[src/rtl/b64d_pkg.sv]
// shared types and constants of the base64 stream decoder
package b64d_pkg;

  // widths of the beat fields
  localparam int CHAR_W   = 8;
  localparam int BYTE_W   = 8;
  localparam int SEXTET_W = 6;
  localparam int ACC_W    = 3 * SEXTET_W;
  localparam int QUAD_W   = 24;

  // most results that one input beat can cause
  localparam int MAX_RES = 3;

  // result queue geometry
  localparam int FIFO_DEPTH = 16;
  localparam int PTR_W      = $clog2(FIFO_DEPTH);
  localparam int CNT_W      = $clog2(FIFO_DEPTH + 1);
  localparam int NUM_W      = $clog2(MAX_RES + 1);

  // fill levels above which the input side holds off
  localparam logic [CNT_W-1:0] LIMIT_IDLE = CNT_W'(FIFO_DEPTH - MAX_RES);
  localparam logic [CNT_W-1:0] LIMIT_BUSY = CNT_W'(FIFO_DEPTH - 2 * MAX_RES);

  // alphabet offsets
  localparam logic [SEXTET_W-1:0] LOWER_BASE = 6'd26;
  localparam logic [SEXTET_W-1:0] DIGIT_BASE = 6'd52;
  localparam logic [SEXTET_W-1:0] PLUS_CODE  = 6'd62;
  localparam logic [SEXTET_W-1:0] SLASH_CODE = 6'd63;

  typedef enum logic [1:0] {
    ST_OK       = 2'd0,
    ST_BAD_CHAR = 2'd1,
    ST_BAD_PAD  = 2'd2,
    ST_PARTIAL  = 2'd3
  } status_t;

  // one result beat
  typedef struct packed {
    logic [BYTE_W-1:0] data_byte;
    logic              byte_valid;
    status_t           status;
    logic              end_of_stream;
  } res_t;

  // everything one input beat produces
  typedef struct packed {
    logic [NUM_W-1:0]     num;
    res_t [MAX_RES-1:0]   res;
  } dec_out_t;

endpackage

[src/rtl/base64_stream_decoder_unit.sv]
// top level of the streaming base64 decoder
//
// usage:
//   input channel: one encoded character per beat on in_char_in, in_last_char
//   high on the final character of a stream. whitespace is skipped, other
//   characters gather into quads of the standard alphabet.
//   result channel: one decoded byte per beat (out_data_byte, out_byte_valid),
//   with out_status and out_end_of_stream. the last beat of each stream has
//   out_end_of_stream high and carries the final status; when that status is
//   not ok the consumer drops the bytes of the stream. a stream end with no
//   byte to give yields a beat with out_byte_valid low.
// path: a character is registered at acceptance, decoded in the next cycle
//   and its bytes enter the result queue at the following edge.
// throughput: one character per cycle unless stalled; a completed quad adds up
//   to three beats to a 16-entry result queue that drains one beat per cycle
//   unless stalled; the result port sets the rate (at most one byte per cycle).
// stall: out_stall holds the head beat and the queue fills; in_stall rises
//   above 10 queued beats with a character staged, above 13 with none staged
// reset: synchronous active-low rst_n empties the queue and clears the quad
//   and sticky status, so the first beat after reset starts a new stream.
module base64_stream_decoder_unit (
  input  logic                          clk,
  input  logic                          rst_n,
  input  logic                          in_valid,
  output logic                          in_stall,
  input  logic [b64d_pkg::CHAR_W-1:0]   in_char_in,
  input  logic                          in_last_char,
  output logic                          out_valid,
  input  logic                          out_stall,
  output logic [b64d_pkg::BYTE_W-1:0]   out_data_byte,
  output logic                          out_byte_valid,
  output logic [1:0]                    out_status,
  output logic                          out_end_of_stream
);
  import b64d_pkg::*;

  // character staging register
  logic                stg_v_r;
  logic [CHAR_W-1:0]   stg_char_r;
  logic                stg_last_r;
  logic                in_acc;

  dec_out_t            dec_out;
  res_t                head;
  logic                not_empty;
  logic [CNT_W-1:0]    fill;
  logic                pop;

  // hold off input when the queue might not fit the staged beat plus a new one
  assign in_stall = stg_v_r ? (fill > LIMIT_BUSY) : (fill > LIMIT_IDLE);
  assign in_acc   = in_valid && !in_stall;

  always_ff @(posedge clk) begin
    if (!rst_n) begin
      stg_v_r <= 1'b0;
    end else begin
      stg_v_r <= in_acc;
    end
  end

  // payload only, no reset needed
  always_ff @(posedge clk) begin
    if (in_acc) begin
      stg_char_r <= in_char_in;
      stg_last_r <= in_last_char;
    end
  end

  b64d_decode u_decode (
    .clk      (clk),
    .rst_n    (rst_n),
    .stg_v    (stg_v_r),
    .stg_char (stg_char_r),
    .stg_last (stg_last_r),
    .dec_out  (dec_out)
  );

  assign pop = not_empty && !out_stall;

  b64d_res_fifo u_res_fifo (
    .clk       (clk),
    .rst_n     (rst_n),
    .push      (dec_out),
    .pop       (pop),
    .head      (head),
    .not_empty (not_empty),
    .count     (fill)
  );

  assign out_valid         = not_empty;
  assign out_data_byte     = head.data_byte;
  assign out_byte_valid    = head.byte_valid;
  assign out_status        = head.status;
  assign out_end_of_stream = head.end_of_stream;

`ifndef NO_ASSERTIONS
  // the staged beat always finds room in the queue
  a_stage_room: assert property (@(posedge clk) disable iff (!rst_n)
    stg_v_r |-> (fill <= CNT_W'(FIFO_DEPTH - MAX_RES)))
    else $error("staged beat without queue room");

  // an accepted character is decoded in the next cycle
  a_stage_follow: assert property (@(posedge clk) disable iff (!rst_n)
    in_acc |=> stg_v_r)
    else $error("accepted character not staged");

  // a non-final result never reports an error
  a_mid_ok: assert property (@(posedge clk) disable iff (!rst_n)
    (out_valid && !out_end_of_stream) |-> (out_status == ST_OK && out_byte_valid))
    else $error("error reported before end of stream");
`endif

endmodule

[src/rtl/b64d_decode.sv]
// quad assembly, padding checks and sticky status for one character a cycle
module b64d_decode (
  input  logic                          clk,
  input  logic                          rst_n,
  input  logic                          stg_v,
  input  logic [b64d_pkg::CHAR_W-1:0]   stg_char,
  input  logic                          stg_last,
  output b64d_pkg::dec_out_t            dec_out
);
  import b64d_pkg::*;

  logic [1:0]        qpos_r, qpos_nxt;
  logic [ACC_W-1:0]  acc_r, acc_nxt;
  logic              tpad_r, tpad_nxt;
  status_t           sticky_r, sticky_nxt, sticky_fin;

  logic [SEXTET_W-1:0] sxt;
  logic                is_pad, is_skip, is_bad, last;
  logic [QUAD_W-1:0]   quad;
  logic [BYTE_W-1:0]   bytes [MAX_RES];
  logic [NUM_W-1:0]    nb;

  // character classes
  always_comb begin
    sxt     = '0;
    is_pad  = 1'b0;
    is_skip = 1'b0;
    is_bad  = 1'b0;
    if (stg_char >= 8'h41 && stg_char <= 8'h5a) begin
      sxt = SEXTET_W'(stg_char - 8'h41);
    end else if (stg_char >= 8'h61 && stg_char <= 8'h7a) begin
      sxt = SEXTET_W'(stg_char - 8'h61) + LOWER_BASE;
    end else if (stg_char >= 8'h30 && stg_char <= 8'h39) begin
      sxt = SEXTET_W'(stg_char - 8'h30) + DIGIT_BASE;
    end else if (stg_char == 8'h2b) begin
      sxt = PLUS_CODE;
    end else if (stg_char == 8'h2f) begin
      sxt = SLASH_CODE;
    end else if (stg_char == 8'h3d) begin
      is_pad = 1'b1;
    end else if (stg_char == 8'h20 || stg_char == 8'h09 ||
                 stg_char == 8'h0a || stg_char == 8'h0d) begin
      is_skip = 1'b1;
    end else begin
      is_bad = 1'b1;
    end
  end

  assign last = stg_v && stg_last;

  always_comb begin
    qpos_nxt   = qpos_r;
    acc_nxt    = acc_r;
    tpad_nxt   = tpad_r;
    sticky_nxt = sticky_r;
    quad       = '0;
    nb         = '0;
    for (int i = 0; i < MAX_RES; i++) begin
      bytes[i] = '0;
    end
    if (stg_v && !is_skip && sticky_r == ST_OK) begin
      if (is_bad) begin
        sticky_nxt = ST_BAD_CHAR;
      end else if (is_pad) begin
        if (qpos_r < 2'd2) begin
          sticky_nxt = ST_BAD_PAD;
        end else if (qpos_r == 2'd2) begin
          tpad_nxt = 1'b1;
          acc_nxt  = {acc_r[ACC_W-SEXTET_W-1:0], {SEXTET_W{1'b0}}};
          qpos_nxt = 2'd3;
        end else begin
          quad     = {acc_r, {SEXTET_W{1'b0}}};
          bytes[0] = quad[23:16];
          bytes[1] = quad[15:8];
          nb       = tpad_r ? NUM_W'(1) : NUM_W'(2);
          qpos_nxt = '0;
          acc_nxt  = '0;
          tpad_nxt = 1'b0;
        end
      end else begin
        if (qpos_r == 2'd3 && tpad_r) begin
          sticky_nxt = ST_BAD_PAD;
        end else if (qpos_r < 2'd3) begin
          acc_nxt  = {acc_r[ACC_W-SEXTET_W-1:0], sxt};
          qpos_nxt = qpos_r + 2'd1;
        end else begin
          quad     = {acc_r, sxt};
          bytes[0] = quad[23:16];
          bytes[1] = quad[15:8];
          bytes[2] = quad[7:0];
          nb       = NUM_W'(3);
          qpos_nxt = '0;
          acc_nxt  = '0;
          tpad_nxt = 1'b0;
        end
      end
    end
  end

  // open quad at end of stream
  assign sticky_fin = (last && sticky_nxt == ST_OK && qpos_nxt != 2'd0) ? ST_PARTIAL
                                                                         : sticky_nxt;

  always_comb begin
    dec_out.num = (last && nb == '0) ? NUM_W'(1) : nb;
    for (int i = 0; i < MAX_RES; i++) begin
      dec_out.res[i].data_byte     = bytes[i];
      dec_out.res[i].byte_valid    = (NUM_W'(i) < nb);
      dec_out.res[i].status        = sticky_fin;
      dec_out.res[i].end_of_stream = last &&
        ((nb == '0 && i == 0) || (nb != '0 && NUM_W'(i) == nb - NUM_W'(1)));
    end
  end

  always_ff @(posedge clk) begin
    if (!rst_n) begin
      qpos_r   <= '0;
      acc_r    <= '0;
      tpad_r   <= 1'b0;
      sticky_r <= ST_OK;
    end else if (last) begin
      qpos_r   <= '0;
      acc_r    <= '0;
      tpad_r   <= 1'b0;
      sticky_r <= ST_OK;
    end else begin
      qpos_r   <= qpos_nxt;
      acc_r    <= acc_nxt;
      tpad_r   <= tpad_nxt;
      sticky_r <= sticky_nxt;
    end
  end

`ifndef NO_ASSERTIONS
  // end of stream leaves the decoder clean
  a_eos_clears: assert property (@(posedge clk) disable iff (!rst_n)
    last |=> (qpos_r == 2'd0 && sticky_r == ST_OK && !tpad_r))
    else $error("decoder state not cleared after end of stream");

  // once an error is latched no bytes come out
  a_err_silent: assert property (@(posedge clk) disable iff (!rst_n)
    (stg_v && sticky_r != ST_OK) |-> (nb == '0))
    else $error("bytes emitted after an error");

  // third-place pad only ever seen with the fourth place open
  a_tpad_pos: assert property (@(posedge clk) disable iff (!rst_n)
    tpad_r |-> (qpos_r == 2'd3))
    else $error("pad flag set outside the fourth place");

  // every stream end produces exactly one final beat
  a_last_num: assert property (@(posedge clk) disable iff (!rst_n)
    last |-> (dec_out.num != '0))
    else $error("end of stream without a result");
`endif

endmodule

[src/rtl/b64d_res_fifo.sv]
// result queue taking up to three beats a cycle and giving one
module b64d_res_fifo (
  input  logic                         clk,
  input  logic                         rst_n,
  input  b64d_pkg::dec_out_t           push,
  input  logic                         pop,
  output b64d_pkg::res_t               head,
  output logic                         not_empty,
  output logic [b64d_pkg::CNT_W-1:0]   count
);
  import b64d_pkg::*;

  res_t             mem_r [FIFO_DEPTH];
  logic [PTR_W-1:0] wr_ptr_r, rd_ptr_r;
  logic [CNT_W-1:0] cnt_r, cnt_nxt;

  assign head      = mem_r[rd_ptr_r];
  assign not_empty = (cnt_r != '0);
  assign count     = cnt_r;
  assign cnt_nxt   = cnt_r + CNT_W'(push.num) - CNT_W'(pop);

  always_ff @(posedge clk) begin
    for (int i = 0; i < MAX_RES; i++) begin
      if (NUM_W'(i) < push.num) begin
        mem_r[wr_ptr_r + PTR_W'(i)] <= push.res[i];
      end
    end
  end

  always_ff @(posedge clk) begin
    if (!rst_n) begin
      wr_ptr_r <= '0;
      rd_ptr_r <= '0;
      cnt_r    <= '0;
    end else begin
      wr_ptr_r <= wr_ptr_r + PTR_W'(push.num);
      rd_ptr_r <= rd_ptr_r + PTR_W'(pop);
      cnt_r    <= cnt_nxt;
    end
  end

`ifndef NO_ASSERTIONS
  a_no_overflow: assert property (@(posedge clk) disable iff (!rst_n)
    (CNT_W'(push.num) + cnt_r) <= CNT_W'(FIFO_DEPTH))
    else $error("result queue overflow");

  a_no_underflow: assert property (@(posedge clk) disable iff (!rst_n)
    pop |-> not_empty)
    else $error("pop from empty result queue");

  a_ptr_gap: assert property (@(posedge clk) disable iff (!rst_n)
    (cnt_r != CNT_W'(FIFO_DEPTH)) |-> (PTR_W'(wr_ptr_r - rd_ptr_r) == PTR_W'(cnt_r)))
    else $error("queue pointers disagree with fill count");
`endif

endmodule

[config.mk]
export PLATFORM = sky130hd
export DESIGN_NAME = base64_stream_decoder_unit
export DESIGN_NICKNAME = d
export VERILOG_FILES = /design/src/rtl/b64d_pkg.sv /design/src/rtl/base64_stream_decoder_unit.sv /design/src/rtl/b64d_decode.sv /design/src/rtl/b64d_res_fifo.sv
export SDC_FILE = /design/constraint.sdc
export NUM_CORES = 1
export LEC_CHECK = 0
export ABC_AREA = 1
export CAP_MARGIN = 30
export CORE_UTILIZATION = 60
export DETAILED_ROUTE_END_ITERATION = 6
export DONT_BUFFER_PORTS = 1
export PLACE_DENSITY = 0.82
export REMOVE_ABC_BUFFERS = 1
export SLEW_MARGIN = 25
export SYNTH_ARGS = -nofsm -noshare
export SYNTH_HDL_FRONTEND = slang
export SYNTH_SLANG_ARGS = --single-unit
[constraint.sdc]
create_clock -name clk -period 4 [get_ports clk]
set_input_delay 0.2 -clock clk [delete_from_list [all_inputs] [get_ports clk]]
set_output_delay 0.2 -clock clk [all_outputs]
set_load 0.02 [all_outputs]
# --- Yosys cells after proc, flatten, opt, wreduce, memory -nomap -nowiden ---
# Memory sizes are Yosys's and may differ from the RTL's. A register that Yosys moved wholly into a read port is not among the register bits.
# Cells that the tools add are included.
word_totals:
  ff_bits: 46
  latch_bits: 0
  ram_bits: 192
  rom_bits: 0
  inputBits: 13
  out_inout_bits: 14
  wordCells: 164
  n_memories: 1
memory_table:
  columns: ["memory", "depth", "word_bits", "read_ports", "rd_ports_with_merged_regs", "wr", "line", "text"]
  rows:
  - ["u_res_fifo.mem_r", 16, 12, 1, 1, 3, "b64d_res_fifo.sv:13", "res_t mem_r [FIFO_DEPTH];"]
op_classes:
  add_sub_neg: 13
  mul: 0
  div_mod_pow: 0
  order_cmp: 16
  n_eq_ne: 14
  n_shift: 0
  n_mux: 73
  bitwise: 2
  reduce_logical: 35
op_table:
  columns: ["cell", "n"]
  rows:
  - ["$mux 24", 4]
  - ["$mux 18", 5]
  - ["$mux 16", 3]
  - ["$mux 2", 22]
  - ["$eq 8x6->1 const B", 4]
  - ["$mux 1", 32]
  - ["$mux 6", 5]
  - ["$eq 8x4->1 const B", 3]
  - ["$logic_and 1x1->1", 18]
  - ["$ge 8x7->1 const B", 2]
  - ["$le 8x7->1 const B", 2]
  - ["$sub 6x6->6 const B", 2]
  - ["$gt 5x4->1 const B", 2]
  - ["$ge 8x6->1 const B", 1]
  - ["$le 8x6->1 const B", 1]
  - ["$logic_not 2->1", 4]
  - ["$lt 1x2->1 const A", 4]
  - ["$mux 8", 1]
  - ["$add 6x5->6 const B", 1]
  - ["$add 6x6->6 const B", 1]
  - ["$sub 6x1->6 const B", 1]
  - ["$add 5x2->5", 1]
  - ["$reduce_and 5->1", 1]
  - ["$reduce_bool 5->1", 1]
  - ["21 further kinds", 32]

# --- Logic depth before layout (Yosys ltp) ---
# Gate-level depths: netlist (run 1).
depth:
  ltp_word: 21
  ltp_mapped: 23
  depth_no_buf: 21

# --- Modules after synthesis ---
# A second synthesis (run 1) with hierarchy kept.
hier_totals:
  hier_cells: 2213
  hier_area_um2: 15967.8
by_module_without_submodules:
  columns: ["module", "instances", "cells_each", "area_per_inst_um2", "seq_area_each_um2"]
  rows:
  - ["b64d_res_fifo", 1, 1835, 13426.6, 6025.8]
  - ["b64d_decode", 1, 353, 2179.6, 460.4]
  - ["base64_stream_decoder_unit", 1, 25, 361.6, 290.3]

# --- Worst setup path after synthesis (run 1) ---
# OpenSTA, ideal clock, no wires.
synth_timing:
  path_type: "reg-to-reg"
  startpoint: "reg stg_char_r[2]"
  endpoint: "reg u_res_fifo.cnt_r[4] (netlist: u_res_fifo.count[4])"
  setup_time_ns: 0.070
  t_arrival_ns: 3.286
  required_time_ns: 3.930
  path_slack_ns: 0.644
  stages_incl_launch_ff: 23
  n_path_buf: 2
  synth_period_minus_slack_ns: 3.356
  path_cell_list: "edfxtp_1 inv_2 ha_1 nand2_1 nand2_1 nand2_1 nand2_4 nand2_2 o21ai_2 nand2_2 clkinv_2 nand3_4 buf_4 nand2_1 buf_2 nand2_1 ha_1 fa_1 nand2_1 a21oi_1 nor2_1 o21ai_0 a21oi_1"
synth_via:
  elab_chain_len: 20
  word_cells_on_any_way: 50
  cone_classes: "2 x add/sub; 6 x order compare; 7 x eq/ne; 24 x mux; 11 x reduce/logical"
synth_rtl:
  columns: ["item", "line", "text"]
  rows:
  - ["from (decl)", "base64_stream_decoder_unit.sv:39", "logic [CHAR_W-1:0] stg_char_r;"]
  - ["from (signal assigned)", "base64_stream_decoder_unit.sv:64", "stg_char_r <= in_char_in;"]
  - ["$eq 8x6->1 / $eq 8x4->1 (equally long branches)", "b64d_decode.sv:41", "end else if (stg_char == 8'h20 || stg_char == 8'h09 ||"]
  - ["$logic_or 1x1->1 (2 in series)", "b64d_decode.sv:41", null]
  - ["$logic_or 1x1->1", "b64d_decode.sv:42", "stg_char == 8'h0a || stg_char == 8'h0d) begin"]
  - ["$mux 1", "b64d_decode.sv:41", null]
  - ["$mux 1", "b64d_decode.sv:39", "end else if (stg_char == 8'h3d) begin"]
  - ["$mux 1", "b64d_decode.sv:37", "end else if (stg_char == 8'h2f) begin"]
  - ["$mux 1", "b64d_decode.sv:35", "end else if (stg_char == 8'h2b) begin"]
  - ["$mux 1", "b64d_decode.sv:33", "end else if (stg_char >= 8'h30 && stg_char <= 8'h39) begin"]
  - ["[2 not listed]", null, null]
  - ["$logic_not 1->1", "b64d_decode.sv:61", "if (stg_v && !is_skip && sticky_r == ST_OK) begin"]
  - ["$logic_and 1x1->1 (2 in series)", "b64d_decode.sv:61", null]
  - ["$mux 2 (*)", "b64d_decode.sv:61", null]
  - ["$logic_not 2->1", "b64d_decode.sv:105", "dec_out.num = (last && nb == '0) ? NUM_W'(1) : nb;"]
  - ["$logic_and 1x1->1", "b64d_decode.sv:105", null]
  - ["$mux 2 (*)", "b64d_decode.sv:105", null]
  - ["$add 5x2->5 (*)", "b64d_res_fifo.sv:20", "assign cnt_nxt = cnt_r + CNT_W'(push.num) - CNT_W'(pop);"]
  - ["$sub 5x1->5 (*)", "b64d_res_fifo.sv:20", null]
  - ["to (signal assigned)", "b64d_res_fifo.sv:38", "cnt_r <= cnt_nxt;"]
  - ["to (decl)", "b64d_res_fifo.sv:15", "logic [CNT_W-1:0] cnt_r, cnt_nxt;"]
# Every way passes the cells marked *; elsewhere a longest branch is shown, timed or not.
# A chain may end at the register's enable or synchronous reset.

==> impl_metrics.toml, run 1 <==
[clock_network]
clk_pin_slew_ns = 0.06
cts-root-buf = "clkbuf_16"
cts_max_level = 1
clock_latency_ns = 0.56
cts_tree = "built"
cts.sinks = 238
cts.path.max_buffers = 3
cts_inserted_buffers = 26

[grt]
grt_max_degree = 55
grt_pass1_vias = 14000
grt_overflow = 0
grt_antenna_before_repair = 2
grt.total_usage_pct = 43.6
grt_pass1_wl_um = 84600

[setup_path]
crit_top_cell = "nand2_1"
cp_slowest_cell = "edfxtp_1"
path_class = "reg2reg"
cp.buffers_inverters = 4
cp_data_arrival_time_ns = 4.03
worst_ep_required_time_ns = 4.31
cpPeakStageDelay_ns = 0.50
critical_path.top_delay_family = "simple AND/OR/NAND/NOR gates"
cp-start-kind = "flop"
critPathCaptureType = "flop"
worstPathCellList = "inv_2 -> ha_1 -> nand2_1 -> nand2_1 -> nand2_1 -> nand2_4 -> nand2_2 -> o21ai_2 -> nand2_2 -> clkinv_2 -> buf_4 -> nand4_1 -> nor2_2 -> o21ai_0 -> nand2_1 -> inv_1"
critPathMaxFanout = 20

[detailed_routing]
num_vias = 15000
route.detailed.drc = 9
ant_nets = 0
wl_per_cell_um = 24.4
top_layer_used = "met4"
wl_met2_um = 24900
first_pass_iters = 7
drt_iter0_drc = 2258
wl_um = 58000
met3WireLength_um = 7920
viasPerCell = 6.33
met1_length_um = 21000

[placed_design]
port_buffers = 0
dp_hpwl_um = 40900
place_ws_ns = 0.279
gp_congestion = 1.02

[run_status]
violations = "DRC"
status = "finished with violations"

[min_path]
hold_path_class = "in2reg"

[power_and_ir_drop]
internal_power_mw = 4.70
ir_worst_vdd_mv = 0.532
power_density_nw_per_um2 = 424
clkPwrFrac_pct = 33.4
p_leak_nw = 7.72
fin_total_pwr_mw = 7.21
combPwrFrac_pct = 25.8
swShare_pct = 34.9
seqPwrFrac_pct = 40.8
power_switching_mw = 2.51

[yosys]
async_reset_ff_share_pct = 0
ys_ff_latch = 238
synthFlopType = "edfxtp_1"
synth_edf_count = 201
syn_area_um2 = 15600
yosysSeqAreaShare_pct = 43.6
yosys.area.top_type = "edfxtp_1"
yosys_warnings = 0
netlist_instances = 2006
synthTopCellsByArea = "edfxtp_1, nand2_1, nand3_1"
syn_area_per_cell_um2 = 7.76
synth_top_area_share_pct = 38.8
synthDistinctLibCells = 44

[sta]
period_needed_ns = 3.72
slew_headroom_pct = 31.6
rsz0062_at_grt = "no"
hold_viol = 0
tightestPinTransition_ns = 1.02
timing.fmax_ghz = 0.269
worst_slack_ns = 0.276
final.period_utilization_pct = 93.1
fin_skew_ns = 0.0139
finalSetupViolations = 0
maxSlewViolCount = 0

[floorplan]
die-area_um2 = 26600
core_um2 = 25300
start_util_pct = 61.4
num_rows = 58
ios = 27
die_x_um = 163
die_h_um = 163

[cells_and_area]
final_util_pct = 67.2
drive_gt1_share_pct = 11.3
finalNetCount = 2065
syn_to_final_growth_pct = 9.34

[flow_run]
maxCapViolCount = 0
## placed cells by master, fill, tap and decap left out, types with 20 or more instances in the layout
master	synthesis	routed
ha_1	27	27
edfxtp_1	201	201
o211ai_1	63	63
nor2_1	65	65
mux2i_1	48	48
nand3_1	157	156
inv_2	31	31
nand2_1	786	786
buf_4	14	72
clkbuf_16	0	26
dfxtp_1	37	35
o21ai_0	97	97
nor3_1	20	20
a21oi_1	75	75
inv_1	161	161
## power groups by stage
stage | clock network, mW | logic [mW] | registers (mW)
3_3_place_gp | 0 | 1.72 | 2.99
3_5_place_dp | 0 | 1.76 | 2.99
6_report | 2.41 | 1.86 | 2.94
4_1_cts | 2.41 | 1.78 | 2.94
5_1_grt | 2.47 | 1.98 | 2.95
2_1_floorplan | 0 | 1.16 | 3.04
## worst paths after layout
check | startpoint | to | slack, ns | cells past startpoint
setup / recovery | stg_char_r[2] | u_res_fifo.mem_r[7][8] | 0.28 | 16
hold / removal | out_stall | u_res_fifo.rd_ptr_r[0] | 0.16 | 4
setup reg to reg | stg_char_r[2] | u_res_fifo.mem_r[7][8] | 0.28 | 16
hold reg to reg | u_decode.acc_r[15] | u_decode.acc_r[15] | 0.47 | 2
## through the flow
| step | TNS, ns | hold slack, ns | area, um2 | std cells |
|---|---|---|---|---|
| final | 0 | 0.162 | 17000 | 2375 |
| after global routing | 0 | 0.209 | 17000 | 2372 |
| after CTS | 0 | 0.156 | 17000 | 2368 |
| after detailed placement | 0 | 0.299 | 16000 | 2310 |
| after global placement | 0 | 0.299 | 16000 | 2310 |
| after floorplan | -2.27 | 0.293 | 15100 | 1911 |
## registers in the layout, summed over array words and instances (netlist names)
signal and count:
u_decode.qpos_r 2, u_decode.acc_r 18, u_res_fifo.count 5, u_res_fifo.mem_r 192
u_res_fifo.rd_ptr_r 4, u_decode.tpad_r 1, u_decode.sticky_r 2, stg_last_r 1
stg_char_r 8, u_res_fifo.wr_ptr_r 4, stg_v_r 1
## final cells by class
class	instances	area (um2)
fillers	2115	8310
diodes	3	7.51
clock inverters	12	124
flip-flops and latches	238	6780
well taps	330	413
repair buffers	83	651
inverters	196	737
multi-input cells	1478	7600
clock buffers	35	704
## routing by layer
layer  up-vias  GRT usage, %
li1       6698             -
met1      6971          56.5
met2      1120          65.5
met3       254          11.5
met4         0          26.4
met5         -             0
## worst reg2reg max path, cell delays in order, from the launching register on
cell      delay, ns
edfxtp_1       0.50
inv_2          0.18
ha_1           0.27
nand2_1        0.08
nand2_1        0.06
nand2_1        0.08
nand2_4        0.12
nand2_2        0.23
o21ai_2        0.20
nand2_2        0.12
clkinv_2       0.16
buf_4          0.30
nand4_1        0.30
nor2_2         0.49
o21ai_0        0.16
nand2_1        0.18
inv_1          0.07
## cells by family (layout without fill, tap and decap cells)
logic type / after synthesis / in the layout / share of synthesized area [%]
adders and majority gates: 29 / 29 / 2.43
DFF: 238 / 238 / 43.6
muxes: 48 / 48 / 3.09
other: 0 / 3 / 0
xor gates and xnor gates: 12 / 12 / 0.675
buffers and inverters: 291 / 326 / 7.81
and+or+nand+nor: 1122 / 1123 / 32.5
AOI/OAI and AO/OA: 266 / 266 / 9.99
## repair_timing
action                                 4_1_cts  5_1_grt
setup buffers                                0        3
setup endpoints to repair                    0        2
hold buffers                                11        0
endpoints found under the hold margin       23        0
resized for setup                            0        1
## cell usage after synthesis, types with 4 or more instances
master      n
xor2_1      8
xnor2_1     4
buf_4      14
o31ai_1     7
inv_1     161
nand2_2    10
nor2_2     13
nor3_1     20
dfxtp_1    37
nor2_1     65
buf_1       5
clkbuf_1   41
edfxtp_1  201
nand2_1   786
nor3_4     12
o211ai_1   63
inv_2      31
o21ai_1     5
mux2i_1    48
a211oi_1   11
nand2_4     5
a21oi_1    75
buf_2      30
nand4_1     9
nand3_1   157
nor2_4     13
ha_1       27
nor3_2     12
nand4_2    12
buf_6       4
o21ai_0    97
Note: power is estimated with default switching activity, not from simulation.
==> run 2: changes to the inputs <==
==> constraint.sdc (replaced) <==
create_clock -name clk -period 4 [get_ports clk]
set_input_delay 1 -clock clk [delete_from_list [all_inputs] [get_ports clk]]
set_output_delay 1 -clock clk [all_outputs]
set_load 0.02 [all_outputs]
==> impl_metrics.toml, run 2 (synthesis gave the netlist of run 1 again) <==
[run_status]
status = "finished with violations"
violations = "DRC"

[cells_and_area]
drive_gt1_share_pct = 10.9
reg.largest.list = "u_res_fifo.mem_r: 192 flops, u_decode.acc_r: 18 flops, stg_char_r: 8 flops"
final_cell_mix = "nand2_1, edfxtp_1, inv_1, nand3_1, o21ai_0"
antenna-diode-count = 0
fill_cells = 2181
largest_register_ffs = 192
syn_to_final_growth_pct = 8.56
top_register = "u_res_fifo.mem_r"
finalNetCount = 2047
final_common_cell = "nand2_1"

[floorplan]
die_x_um = 163
core_um2 = 25300
die_h_um = 163
num_rows = 58
ios = 27
die-area_um2 = 26600
start_util_pct = 61.4

[min_path]
hold_path_class = "reg2reg"

[sta]
hold_slack_ns = 0.470
period_needed_ns = 3.75
tightestPinTransition_ns = 0.855
slew_headroom_pct = 42.6
maxSlewViolCount = 0
finalSetupViolations = 0
rsz0062_at_grt = "no"
hold_viol = 0
fin_skew_ns = 0.0234
final.period_utilization_pct = 93.8
timing.fmax_ghz = 0.267

[grt]
grt_antenna_before_repair = 0
grt_pass1_vias = 13700
grt_overflow = 0
grt_pass1_wl_um = 82600
grt_max_degree = 53
grt.total_usage_pct = 42.4

[setup_path]
path_class = "reg2out"
worst_ep_required_time_ns = 3.00
cpPeakStageDelay_ns = 0.78
critPathCaptureType = "primary output"
worstPathCellList = "buf_12 -> a21oi_1 -> o21ai_0 -> o21ai_0 -> o211ai_1 -> nand2_1"
cp_data_arrival_time_ns = 2.75
cp-start-kind = "flop"
critPathMaxFanout = 52
cp_slowest_cell = "dfxtp_4"
crit_top_cell = "o21ai_0"

[detailed_routing]
first_pass_iters = 7
route.detailed.drc = 7
wl_um = 55800
ant_nets = 0
wl_per_cell_um = 23.7
num_vias = 14800
drt_iter0_drc = 2158
viasPerCell = 6.30

[power_and_ir_drop]
ir_worst_vdd_mv = 0.383
p_leak_nw = 7.65
fin_total_pwr_mw = 7.19
power_density_nw_per_um2 = 426

[placed_design]
gp_congestion = 1.06
dp_hpwl_um = 39800
port_buffers = 0

[clock_network]
cts_inserted_buffers = 26
cts-root-buf = "clkbuf_16"
cts_max_level = 1
cts.sinks = 238
clk_pin_slew_ns = 0.06
clock_latency_ns = 0.57
cts.repair.resized = 0
cts_tree = "built"
cts.path.max_buffers = 3
cts_setup_buffers = 0

[flow_run]
maxCapViolCount = 0
[run 2: where the power goes]
group,internal (mW),leakage (nW),switching (mW)
logic,0.571,5.04,1.26
clock network,1.38,0.408,1.03
registers,2.77,2.20,0.172
total,4.73,7.65,2.47
[run 2: final cells by class]
cell class              instances  area [um2]  area share (%)
clock inverters                17         165           0.978
multi-input cells            1478        7600            45.0
repair buffers                 65         526            3.11
flip-flops and latches        238        6780            40.1
clock buffers                  31         669            3.96
inverters                     196         737            4.36
well taps                     330         413            2.44
[run 2: path summary, 6_finish.rpt]
path / startpoint / end / slack [ns] / cells after the start
min reg2reg: u_decode.acc_r[14] / u_decode.acc_r[14] / 0.47 / 2
min: u_decode.acc_r[14] / u_decode.acc_r[14] / 0.47 / 2
max: u_res_fifo.rd_ptr_r[0] / out_status[0] / 0.25 / 6
max reg2reg: stg_char_r[2] / u_res_fifo.mem_r[13][9] / 0.27 / 15
[run 2: routing by layer]
metal	GRT usage, %	vias up	routed length [um]
met5	0	-	0
met4	25.1	0	3830
met3	9.32	202	7380
met2	64.5	1046	24100
met1	55.8	6909	20400
li1	-	6673	-
[run 2: critical path, delay by kind of cell, from the launching register on]
kind	cells	cell delay, ns
AO/OA/AOI/OAI	4	0.88
flip-flops	1	0.78
buffers and inverters	1	0.32
AND/OR/NAND/NOR	1	0.17
[run 2: per-stage QoR]
stage	instances	utilization (%)	setup slack, ns	TNS (ns)	area, um2
6_report	2355	66.7	0.248	0	16900
5_1_grt	2355	66.7	0.0461	0	16900
4_1_cts	2354	66.7	0.251	0	16900
3_5_place_dp	2306	63.4	0.286	0	16000
3_3_place_gp	2306	63.4	0.396	0	16000
2_1_floorplan	1911	-	-0.983	-11.87	15100
[run 2: what timing repair did]
| item | in CTS | in global routing |
|---|---|---|
| hold endpoints to repair | 0 | 0 |
| hold buffers | 0 | 0 |
| setup endpoints to repair | 0 | 1 |
==> run 3: changes to the inputs <==
--- a/config.mk
+++ b/config.mk
@@ -8,6 +8,7 @@
 export ABC_AREA = 1
 export CAP_MARGIN = 30
 export CORE_UTILIZATION = 60
+export CTS_BUF_LIST = sky130_fd_sc_hd__clkbuf_16
 export DETAILED_ROUTE_END_ITERATION = 6
 export DONT_BUFFER_PORTS = 1
 export PLACE_DENSITY = 0.82
==> impl_metrics.toml, run 3 (synthesis gave the netlist of run 1 again) <==
[power_and_ir_drop]
power_density_nw_per_um2 = 425
ir_worst_vdd_mv = 0.384
swShare_pct = 34.3
combPwrFrac_pct = 25.5
clkPwrFrac_pct = 33.5
seqPwrFrac_pct = 41.0
p_leak_nw = 7.67
power_switching_mw = 2.47
internal_power_mw = 4.71

[sta]
period_needed_ns = 3.75
hold_viol = 0
timing.fmax_ghz = 0.266
tns_ns = 0
maxSlewViolCount = 0
final.period_utilization_pct = 93.8
fin_skew_ns = 0.0249
tightestPinTransition_ns = 0.868
slew_headroom_pct = 41.7
worst_slack_ns = 0.246
finalSetupViolations = 0
rsz0062_at_grt = "no"

[clock_network]
cts_hold_buf = 0
cts.repair.resized = 0
cts_inserted_buffers = 26
clock_latency_ns = 0.57
cts-root-buf = "clkbuf_16"
cts_max_level = 1
cts.path.max_buffers = 3
cts_setup_buffers = 0
clk_pin_slew_ns = 0.06
cts.sinks = 238
cts_tree = "built"

[detailed_routing]
first_pass_iters = 7
viasPerCell = 6.29
drt_iter0_drc = 2230
route.detailed.drc = 0
ant_nets = 0
wl_per_cell_um = 23.7
wl_um = 55800
num_vias = 14800

[floorplan]
ios = 27
die-area_um2 = 26600
die_h_um = 163
num_rows = 58
start_util_pct = 61.4
die_x_um = 163
core_um2 = 25300

[setup_path]
r2r_cells = 15
r2r_setup_slack_ns = 0.26
r2r_start = "stg_char_r[0]"
r2r-end = "u_res_fifo.mem_r[13][9]"
path_class = "reg2out"
cp-start-kind = "flop"
critPathMaxFanout = 52
critPathCaptureType = "primary output"
worst_ep_required_time_ns = 3.00
cp_data_arrival_time_ns = 2.75

[placed_design]
place_ws_ns = 0.286
gp_congestion = 1.06
dp_hpwl_um = 39800
port_buffers = 0

[min_path]
hp-start = "u_decode.acc_r[14]"
hold_end = "u_decode.acc_r[14]"
hold_path_class = "reg2reg"
holdPathStages = 2

[cells_and_area]
final_common_cell = "nand2_1"
largest_register_ffs = 192
syn_to_final_growth_pct = 8.56
final_cell_mix = "nand2_1, edfxtp_1, inv_1, nand3_1, o21ai_0"
reg.largest.list = "u_res_fifo.mem_r: 192 flops, u_decode.acc_r: 18 flops, stg_char_r: 8 flops"
top_register = "u_res_fifo.mem_r"
final_util_pct = 66.7
multi_input_comb_area_um2 = 7600
finalNetCount = 2047
drive_gt1_share_pct = 10.9
antenna-diode-count = 0
fill_cells = 2181
regArea_um2 = 6780

[grt]
grt_overflow = 0
grt_pass1_vias = 13600
grt_max_degree = 53
grt_pass1_wl_um = 82600
grt.total_usage_pct = 42.5
grt_antenna_before_repair = 0

[run_status]
status = "finished clean"

[flow_run]
maxCapViolCount = 0
## run 3: cell count changes in the layout (fill, tap and decap cells not counted), sizes merged
cell,change
clkbuf,-5
inv,+5
## run 3: worst max-delay path by stage
stage | from | end | slack, ns | depth (start not counted)
5_1_grt | stg_char_r[1] | u_res_fifo.count[4] | 0.03 | 21
3_5_place_dp | stg_char_r[0] | u_res_fifo.count[4] | 0.29 | 20
6_report | u_res_fifo.rd_ptr_r[0] | out_status[0] | 0.25 | 6
2_1_floorplan | u_res_fifo.rd_ptr_r[0] | out_data_byte[2] | -0.98 | 4
3_3_place_gp | stg_char_r[1] | u_res_fifo.count[4] | 0.40 | 20
4_1_cts | stg_char_r[1] | u_res_fifo.count[4] | 0.25 | 20
## run 3: power by group through the flow
stage               clock network (mW)  logic, mW  registers [mW]
floorplan                            0       1.16            3.04
global placement                     0       1.73            2.98
global route                      2.48       1.96            2.96
CTS                               2.40       1.77            2.94
finish                            2.40       1.83            2.94
detailed placement                   0       1.76            2.99
## run 3: through the flow
stage                     power [mW]  std cells  area, um2  hold slack, ns
after detailed placement        4.75       2306      16000           0.461
after CTS                       7.11       2354      16900           0.470
after global placement          4.71       2306      16000           0.454
final                           7.18       2355      16900           0.471
after floorplan                 4.21       1911      15100           0.445
after global routing            7.39       2355      16900           0.499
## run 3: layout make-up
| type | instances | share of cell area, % |
|---|---|---|
| clock buffer | 26 | 3.85 |
| multi-input combinational | 1478 | 45.0 |
| sequential | 238 | 40.1 |
| inverter | 196 | 4.36 |
| timing repair buffer | 65 | 3.11 |
| tap | 330 | 2.44 |
| clock inverter | 22 | 1.09 |
## run 3: worst max-delay path: stages (launching register included)
cell	delay, ns
dfxtp_4	0.76
buf_12	0.32
a21oi_1	0.11
o21ai_0	0.29
o21ai_0	0.26
o211ai_1	0.22
nand2_1	0.17
## run 3: per-layer routing
| metal | GRT usage, % | share of wire (%) |
|---|---|---|
| met5 | 0 | 0 |
| met4 | 25.1 | 7.1 |
| met3 | 9.32 | 13 |
| met2 | 64.6 | 43 |
| met1 | 55.7 | 37 |
